==> src/ddt_pkg.sv <==
`default_nettype none
package ddt_pkg;

    localparam logic [1:0] OP_DEFER   = 2'd0;
    localparam logic [1:0] OP_PROCESS = 2'd1;
    localparam logic [1:0] OP_FLUSH   = 2'd2;
    localparam logic [1:0] OP_NONE    = 2'd3;

    localparam logic [7:0] DEFAULT_BATCH = 8'd32;

    typedef struct packed {
        logic [1:0]  operation;
        logic [31:0] object_handle;
        logic [7:0]  visit_limit;
    } t_in_item;

    typedef struct packed {
        logic [6:0] pending_entries;
        logic       threshold_reached;
        logic       insert_dropped;
        logic [6:0] entries_visited;
        logic [6:0] entries_released;
    } t_out_item;

    typedef struct packed {
        logic load;
        logic rd;
        logic adv;
        logic bump;
        logic insert;
        logic drop;
        logic cstep;
        logic cfin;
        logic flush;
        logic emit;
    } t_cmd;

    typedef struct packed {
        logic [1:0] op;
        logic       zero_handle;
        logic       full;
        logic       search_end;
        logic       hit;
        logic       proc_empty;
        logic       last;
        logic       out_free;
    } t_status;

endpackage
`default_nettype wire

==> src/deferred_decrement_table.sv <==
`default_nettype none
// Deferred decrement table: an ordered ring of (handle, count) entries, newest
// first. Each item runs alone. A defer scans entries from the head, reading
// and then checking each entry in turn. A process walks min(visit_limit,
// live) entries from the deepest visited one toward the head, reading and
// then stepping each entry, compacting kept entries in place. Flush, no-op
// and a defer of handle zero go straight to the output, as does a process
// that visits nothing. A new item is taken while the previous result still
// waits on the output register.
module deferred_decrement_table
    import ddt_pkg::*;
#(
    parameter int TABLE_DEPTH = 64,
    parameter int HANDLE_BITS = 32,
    parameter int COUNT_BITS  = 16
) (
    input  wire logic       i_clk,
    input  wire logic       i_rst_n,
    input  wire logic       i_in_valid,
    input  wire t_in_item   i_in_item,
    output logic            o_in_stall,
    output logic            o_out_valid,
    output t_out_item       o_out_item,
    input  wire logic       i_out_stall,
    input  wire logic       i_cfg_valid,
    input  wire logic [7:0] i_cfg_data,
    output logic            o_cfg_ready
);

    t_cmd    cmd;
    t_status status;

    assign o_cfg_ready = 1'b1;

    ddt_ctrl u_ctrl (
        .i_clk      (i_clk),
        .i_rst_n    (i_rst_n),
        .i_in_valid (i_in_valid),
        .i_status   (status),
        .o_cmd      (cmd),
        .o_in_stall (o_in_stall)
    );

    ddt_datapath #(
        .TABLE_DEPTH (TABLE_DEPTH),
        .HANDLE_BITS (HANDLE_BITS),
        .COUNT_BITS  (COUNT_BITS)
    ) u_datapath (
        .i_clk       (i_clk),
        .i_rst_n     (i_rst_n),
        .i_in_item   (i_in_item),
        .i_cfg_we    (i_cfg_valid),
        .i_cfg_data  (i_cfg_data),
        .i_out_stall (i_out_stall),
        .i_cmd       (cmd),
        .o_status    (status),
        .o_out_valid (o_out_valid),
        .o_out_item  (o_out_item)
    );

endmodule
`default_nettype wire

==> src/ddt_ctrl.sv <==
`default_nettype none
module ddt_ctrl
    import ddt_pkg::*;
(
    input  wire logic    i_clk,
    input  wire logic    i_rst_n,
    input  wire logic    i_in_valid,
    input  wire t_status i_status,
    output t_cmd         o_cmd,
    output logic         o_in_stall
);

    typedef enum logic [2:0] {
        ST_IDLE, ST_DISPATCH, ST_S_RD, ST_S_EV, ST_C_RD, ST_C_EV, ST_C_FIN, ST_OUT
    } t_state;

    t_state r_state, n_state;

    always_comb begin
        n_state = r_state;
        o_cmd   = '0;
        unique case (r_state)
            ST_IDLE: begin
                if (i_in_valid) begin
                    o_cmd.load = 1'b1;
                    n_state    = ST_DISPATCH;
                end
            end
            ST_DISPATCH: begin
                case (i_status.op)
                    OP_DEFER:   n_state = i_status.zero_handle ? ST_OUT : ST_S_RD;
                    OP_PROCESS: n_state = i_status.proc_empty ? ST_OUT : ST_C_RD;
                    OP_FLUSH: begin
                        o_cmd.flush = 1'b1;
                        n_state     = ST_OUT;
                    end
                    default:    n_state = ST_OUT;
                endcase
            end
            ST_S_RD: begin
                if (i_status.search_end) begin
                    if (i_status.full) o_cmd.drop = 1'b1;
                    else               o_cmd.insert = 1'b1;
                    n_state = ST_OUT;
                end else begin
                    o_cmd.rd = 1'b1;
                    n_state  = ST_S_EV;
                end
            end
            ST_S_EV: begin
                if (i_status.hit) begin
                    o_cmd.bump = 1'b1;
                    n_state    = ST_OUT;
                end else begin
                    o_cmd.adv = 1'b1;
                    n_state   = ST_S_RD;
                end
            end
            ST_C_RD: begin
                o_cmd.rd = 1'b1;
                n_state  = ST_C_EV;
            end
            ST_C_EV: begin
                o_cmd.cstep = 1'b1;
                n_state     = i_status.last ? ST_C_FIN : ST_C_RD;
            end
            ST_C_FIN: begin
                o_cmd.cfin = 1'b1;
                n_state    = ST_OUT;
            end
            ST_OUT: begin
                if (i_status.out_free) begin
                    o_cmd.emit = 1'b1;
                    n_state    = ST_IDLE;
                end
            end
            default: n_state = ST_IDLE;
        endcase
    end

    always_ff @(posedge i_clk) begin
        if (!i_rst_n) begin
            r_state <= ST_IDLE;
        end else begin
            r_state <= n_state;
        end
    end

    assign o_in_stall = (r_state != ST_IDLE);

endmodule
`default_nettype wire

==> src/ddt_datapath.sv <==
`default_nettype none
module ddt_datapath
    import ddt_pkg::*;
#(
    parameter int TABLE_DEPTH = 64,
    parameter int HANDLE_BITS = 32,
    parameter int COUNT_BITS  = 16
) (
    input  wire logic     i_clk,
    input  wire logic     i_rst_n,
    input  wire t_in_item i_in_item,
    input  wire logic     i_cfg_we,
    input  wire logic [7:0] i_cfg_data,
    input  wire logic     i_out_stall,
    input  wire t_cmd     i_cmd,
    output t_status       o_status,
    output logic          o_out_valid,
    output t_out_item     o_out_item
);

    localparam int IW = (TABLE_DEPTH > 1) ? $clog2(TABLE_DEPTH) : 1;
    localparam int LW = $clog2(TABLE_DEPTH + 1);
    localparam logic [LW:0] DEPTH_W = (LW + 1)'(TABLE_DEPTH);
    localparam logic [LW-1:0] DEPTH_L = LW'(TABLE_DEPTH);
    localparam logic [COUNT_BITS-1:0] COUNT_MAX = {COUNT_BITS{1'b1}};

    logic [HANDLE_BITS-1:0] mem_h [TABLE_DEPTH];
    logic [COUNT_BITS-1:0]  mem_c [TABLE_DEPTH];

    logic [IW-1:0]          r_head;
    logic [LW-1:0]          r_live, r_pos, r_wr, r_visited, r_released;
    logic                   r_dropped;
    logic [1:0]             r_op;
    logic [HANDLE_BITS-1:0] r_handle, r_rd_handle;
    logic [COUNT_BITS-1:0]  r_rd_count;
    logic [7:0]             r_batch;
    logic                   r_out_valid;
    t_out_item              r_out_item;

    // map a position from the head to a physical slot of the ring
    function automatic logic [IW-1:0] phys(input logic [IW-1:0] head, input logic [LW-1:0] p);
        logic [LW:0] s;
        s = (LW + 1)'(head) + (LW + 1)'(p);
        if (s >= DEPTH_W) s = s - DEPTH_W;
        return s[IW-1:0];
    endfunction

    logic [HANDLE_BITS-1:0] in_handle;
    logic [LW-1:0]          lim;
    logic [IW-1:0]          rd_addr, head_dec;
    logic [COUNT_BITS-1:0]  cnt_dec;
    logic                   out_free;
    logic [7:0]             thr;

    always_comb begin
        in_handle = HANDLE_BITS'(i_in_item.object_handle);
        if (32'(i_in_item.visit_limit) < 32'(r_live)) lim = LW'(i_in_item.visit_limit);
        else                                          lim = r_live;
        rd_addr  = phys(r_head, (r_op == OP_PROCESS) ? r_pos - 1'b1 : r_pos);
        head_dec = (r_head == '0) ? IW'(TABLE_DEPTH - 1) : r_head - 1'b1;
        cnt_dec  = (r_rd_count != '0) ? r_rd_count - 1'b1 : r_rd_count;
        out_free = !r_out_valid || !i_out_stall;
        thr      = (r_batch == 8'd0) ? DEFAULT_BATCH : r_batch;
    end

    always_ff @(posedge i_clk) begin
        if (i_cmd.rd) begin
            r_rd_handle <= mem_h[rd_addr];
            r_rd_count  <= mem_c[rd_addr];
        end
        if (i_cmd.insert) begin
            mem_h[head_dec] <= r_handle;
            mem_c[head_dec] <= COUNT_BITS'(1);
        end else if (i_cmd.bump) begin
            mem_c[rd_addr] <= (r_rd_count != COUNT_MAX) ? r_rd_count + 1'b1 : r_rd_count;
        end else if (i_cmd.cstep && cnt_dec != '0) begin
            mem_h[phys(r_head, r_wr)] <= r_rd_handle;
            mem_c[phys(r_head, r_wr)] <= cnt_dec;
        end
    end

    always_ff @(posedge i_clk) begin
        if (i_cmd.load) begin
            r_op       <= i_in_item.operation;
            r_handle   <= in_handle;
            r_pos      <= (i_in_item.operation == OP_PROCESS) ? lim : '0;
            r_wr       <= lim - 1'b1;
            r_visited  <= '0;
            r_released <= '0;
            r_dropped  <= 1'b0;
        end
        if (i_cmd.adv) r_pos <= r_pos + 1'b1;
        if (i_cmd.drop) r_dropped <= 1'b1;
        if (i_cmd.cstep) begin
            r_pos     <= r_pos - 1'b1;
            r_visited <= r_visited + 1'b1;
            if (cnt_dec == '0) r_released <= r_released + 1'b1;
            else               r_wr <= r_wr - 1'b1;
        end
        if (i_cmd.flush) r_released <= r_live;
        if (i_cmd.emit) begin
            r_out_item.pending_entries   <= 7'(r_live);
            r_out_item.threshold_reached <= (32'(r_live) >= 32'(thr));
            r_out_item.insert_dropped    <= r_dropped;
            r_out_item.entries_visited   <= 7'(r_visited);
            r_out_item.entries_released  <= 7'(r_released);
        end
    end

    always_ff @(posedge i_clk) begin
        if (!i_rst_n) begin
            r_head      <= '0;
            r_live      <= '0;
            r_batch     <= DEFAULT_BATCH;
            r_out_valid <= 1'b0;
        end else begin
            if (i_cfg_we) r_batch <= i_cfg_data;
            if (i_cmd.insert) begin
                r_head <= head_dec;
                r_live <= r_live + 1'b1;
            end
            // drop the released slots off the head side of the ring
            if (i_cmd.cfin) begin
                r_head <= phys(r_head, r_released);
                r_live <= r_live - r_released;
            end
            if (i_cmd.flush) r_live <= '0;
            if (i_cmd.emit)          r_out_valid <= 1'b1;
            else if (!i_out_stall)   r_out_valid <= 1'b0;
        end
    end

    always_comb begin
        o_status.op          = r_op;
        o_status.zero_handle = (r_handle == '0);
        o_status.full        = (r_live == DEPTH_L);
        o_status.search_end  = (r_pos == r_live);
        o_status.hit         = (r_rd_handle == r_handle);
        o_status.proc_empty  = (r_pos == '0);
        o_status.last        = (r_pos == LW'(1));
        o_status.out_free    = out_free;
    end

    assign o_out_valid = r_out_valid;
    assign o_out_item  = r_out_item;

`ifndef SYNTH
    a_live_bound: assert property (@(posedge i_clk) disable iff (!i_rst_n)
        r_live <= DEPTH_L) else $error("live count beyond table depth");
    a_flush_empty: assert property (@(posedge i_clk) disable iff (!i_rst_n)
        i_cmd.flush |=> r_live == '0) else $error("flush left entries");
    a_insert_grow: assert property (@(posedge i_clk) disable iff (!i_rst_n)
        i_cmd.insert |=> r_live == $past(r_live) + 1'b1) else $error("insert miscount");
    a_emit_free: assert property (@(posedge i_clk) disable iff (!i_rst_n)
        i_cmd.emit |-> out_free) else $error("result overwritten");
    a_no_insert_full: assert property (@(posedge i_clk) disable iff (!i_rst_n)
        i_cmd.insert |-> r_live != DEPTH_L) else $error("insert into full table");
`endif

endmodule
`default_nettype wire
==> config.mk <==
export PLATFORM = sky130hd
export DESIGN_NAME = deferred_decrement_table
export DESIGN_NICKNAME = d
export VERILOG_FILES = /design/src/ddt_pkg.sv /design/src/deferred_decrement_table.sv /design/src/ddt_ctrl.sv /design/src/ddt_datapath.sv
export SDC_FILE = /design/constraint.sdc
export NUM_CORES = 2
export LEC_CHECK = 0
export BUFFER_PORTS_ARGS = -buffer_cell sky130_fd_sc_hd__buf_2
export CORE_UTILIZATION = 47
export DETAILED_ROUTE_END_ITERATION = 12
export SETUP_SLACK_MARGIN = 0.3
export SYNTH_ARGS = -nofsm -noshare
export SYNTH_HDL_FRONTEND = slang
export SYNTH_SLANG_ARGS = --single-unit
==> constraint.sdc <==
create_clock -name i_clk -period 7.6 [get_ports i_clk]
set_clock_uncertainty 0.05 [all_clocks]
set_input_delay 0.38 -clock i_clk [delete_from_list [all_inputs] [get_ports i_clk]]
set_output_delay 0.38 -clock i_clk [all_outputs]
set_load 0.1 [all_outputs]
==> impl_metrics.ini <==
[cells_and_area]
area_growth_pct = 14.0
final_nets = 6220
fillers = 20300
fin_cells = 9950
final_area_um2 = 145000
drive_gt1_share_pct = 29.9

[setup_path]
r2r-end = u_datapath.mem_h[34][14]$_DFFE_PP_
cp_max_fo = 39
critPathMaxStageDelay_ps = 850
worst_setup_path_start_kind = flip-flop
critPathCapture = u_datapath.mem_h[34][14]$_DFFE_PP_
critPathSlowestCell = nor2_4
crit_type = reg2reg
cp_data_arrival_time_ps = 6390
cp-startpoint = u_datapath.r_rd_count[0]$_DFFE_PP_
regToRegStartpoint = u_datapath.r_rd_count[0]$_DFFE_PP_
rrSetupSlack_ps = 1700
cp_data_required_time_ps = 8100
worst-r2r-cell-count = 12
crit_chain = inv_1, ha_1, nor3b_2, nand4_1, o21ai_0, o211ai_4, o31ai_4, buf_4, a21boi_2, nand2b_1, nor2_4, buf_4
path_common_cell = buf_4
endpoint_kind = flip-flop

[route]
drt_first_iter_violations = 7238
met1_length_mm = 137
wl_met2_mm = 150
dr.pass1.iters = 6
drc = 0
vias = 61300
routed_wirelength_mm = 321
top_layer_used = met5
detail_route.wl_per_cell_um = 32.2
via_per_inst = 6.16
dr_wl_met3_mm = 27.3
ant_nets = 0

[synthesis]
ys_ff_latch = 3230
netlist_top_cells_area = edfxtp_1 (76%), mux4_2 (17%), nor2_1 (0.66%), dfxtp_1 (0.62%), mux2i_1 (0.58%)
post_synth_num_cell_types = 81
yosysSeqAreaShare_pct = 76.1
syn_area_per_cell_um2 = 22.4
yosysWarnings = 0
synth_ff_type = edfxtp_1
syn_area_um2 = 127000
synth_edf_count = 3191
synth_top_cell_area_share_pct = 75.5
syn_nets = 5781
yosys.area.top_type = edfxtp_1
syn_inst = 5677
synth-async-reset-ratio_pct = 0

[grt]
grt_usage_pct = 23.7
grt_pass1_vias = 61900
antenna_found_initial = 16
gr-total-overflow = 0
grt_max_degree = 98
grt_pass1_wl_mm = 458

[timing]
drv_slew = 0
finalSetupTns_ps = 0
hold_viol_final = 0
worstMarginPinSlew_ps = 1260
setup_viol = 0
rsz0062_at_grt = no
period_needed_ps = 5900
post-route-period-util_pct = 77.6
slew_headroom_pct = 15.5
maxClockFrequency_mhz = 170

[clock_tree]
clock_path_buffers = 4
clock_latency_ps = 930
cts_htree_levels = 5
post_cts_resized = 0
clock-sinks = 3230
post_cts_buffers = 0
postCtsHoldBufs = 63
cts_inserted_buffers = 337
cts_tree = done
path_clk_slew_ps = 60
cts_root_buffer = clkbuf_16

[placed_design]
dpl_cell_area_um2 = 134000
place_hpwl_mm = 187
dp_cells = 9266
gp_congestion = 0.893
io_buffer_count = 79

[power_and_ir_drop]
p_per_area_nw_per_um2 = 311
p_leak_nw = 45.3
finalPower_mw = 45.1
ir_worst_vdd_mv = 0.200

[die]
start_util_pct = 47.3
dieWidth_um = 522
dieArea_um2 = 272000
ios = 81
placementRows = 190
die_h_um = 522
core_um2 = 268000

[hold_path]
hold_path.class = in2reg
whs_path_depth = 4

[run_status]
status = finished clean

[job]
drv_cap = 0
kinds of logic after synthesis:
kind of cell	synth area share [%]
simple gates	2.30
flops	76.1
mux	17.7
xor+xnor	0.628
buf+inv	1.04
other cells	0.00296
fa+ha+maj	0.507
compound gates	1.71
layout by cell type, fill, tap and decap left out, types with 57 or more instances in the layout:
master	synthesis	final
a21oi_1	103	94
buf_2	24	79
buf_4	4	220
clkbuf_1	190	75
clkbuf_16	0	339
clkinv_1	1	94
dlygate4sd3_1	0	63
edfxtp_1	3191	3191
mux2i_1	74	74
mux4_2	960	960
nand2_1	171	139
nor2_1	222	153
nor2_4	0	65
nor2b_1	57	57
xor2_1	60	60
cell usage after synthesis (all sizes together), types with 4 or more instances:
| master | count |
|---|---|
| nor2 | 222 |
| a311oi | 6 |
| xnor2 | 31 |
| nor4 | 29 |
| nor3b | 4 |
| a21o | 20 |
| mux2i | 74 |
| and2 | 5 |
| or3 | 5 |
| o311ai | 9 |
| nand4 | 17 |
| a211oi | 55 |
| ha | 45 |
| o22ai | 8 |
| and3 | 13 |
| nand2b | 14 |
| buf | 101 |
| o22a | 4 |
| o21a | 8 |
| or4 | 4 |
| mux2 | 7 |
| nor3 | 28 |
| nand2 | 175 |
| a21oi | 104 |
| a31oi | 9 |
| inv | 44 |
| edfxtp | 3191 |
| clkbuf | 190 |
| xor2 | 60 |
| a22oi | 4 |
| o221a | 4 |
| o21ai | 36 |
| nor2b | 57 |
| nand3 | 35 |
| a21boi | 4 |
| o211ai | 6 |
| a221oi | 5 |
| o31ai | 6 |
| mux4 | 960 |
| dfxtp | 39 |
| fa | 4 |
state kept, by name, summed over array words and instances, names as in the netlist:
name / cells
u_datapath.r_live: 7
u_datapath.r_dropped: 1
u_datapath.mem_h: 2048
u_datapath.r_released: 7
u_datapath.r_op: 2
u_datapath.r_rd_handle: 32
u_datapath.r_visited: 7
u_datapath.r_wr: 6
u_datapath.o_out_item: 23
u_datapath.r_head: 6
u_datapath.r_batch: 8
u_ctrl.r_state: 3
u_datapath.r_handle: 32
u_datapath.r_rd_count: 16
u_datapath.mem_c: 1024
u_datapath.o_out_valid: 1
u_datapath.r_pos: 7
layer usage:
metal | global-route usage (%) | vias up
met1 | 35.0 | 33300
li1 | - | 25000
met5 | 0 | -
met3 | 4.91 | 394
met4 | 5.34 | 6
met2 | 36.5 | 2659
critical path: cells and delay by family, from the launching register on:
kind	cells	cell delay, ps
flip-flops	1	540
AND/OR/NAND/NOR	4	2200
buffers and inverters	3	1140
AO/OA/AOI/OAI	4	1350
adder cells (fa/ha/maj)	1	210
cell type report:
type,count,area [um2],area share [%]
Antenna cell,6,15.0,0.0104
Timing Repair Buffer,391,3260,2.25
Inverter,45,169,0.117
Tap cell,3552,4440,3.07
Sequential cell,3230,96600,66.8
Multi-Input combinational cell,2111,29800,20.6
Clock inverter,200,1630,1.12
Clock buffer,415,8780,6.07
per-stage QoR:
step                      worst slack, ps  utilization (%)  hold slack [ps]
after floorplan                      1730                -              358
after global placement               1770             49.8              399
after detailed placement             1740             49.8              380
after CTS                            1690             54.0             3.43
after global routing                 1370             54.0             69.5
final                                1700             54.0             59.8
how the worst min path moves through the flow:
stage                                      startpoint                                  end  slack (ps)
detailed placement  u_datapath.r_dropped$_SDFFE_PP1P_  u_datapath.o_out_item[14]$_DFFE_PP_         380
global placement    u_datapath.r_dropped$_SDFFE_PP1P_  u_datapath.o_out_item[14]$_DFFE_PP_         400
finish                                   i_in_item[6]        u_datapath.r_pos[6]$_DFFE_PP_          60
CTS                                      i_in_item[6]        u_datapath.r_pos[6]$_DFFE_PP_           3
global route                             i_in_item[6]        u_datapath.r_pos[6]$_DFFE_PP_          70
floorplan           u_datapath.r_dropped$_SDFFE_PP1P_  u_datapath.o_out_item[14]$_DFFE_PP_         360
where the power goes:
group / switching, mW / internal [mW] / leakage [nW]
Combinational: 5.08 / 3.71 / 11.1
Sequential: 0.238 / 20.4 / 29.1
Clock: 6.88 / 8.80 / 5.05
(Power assumes the default switching activity.)
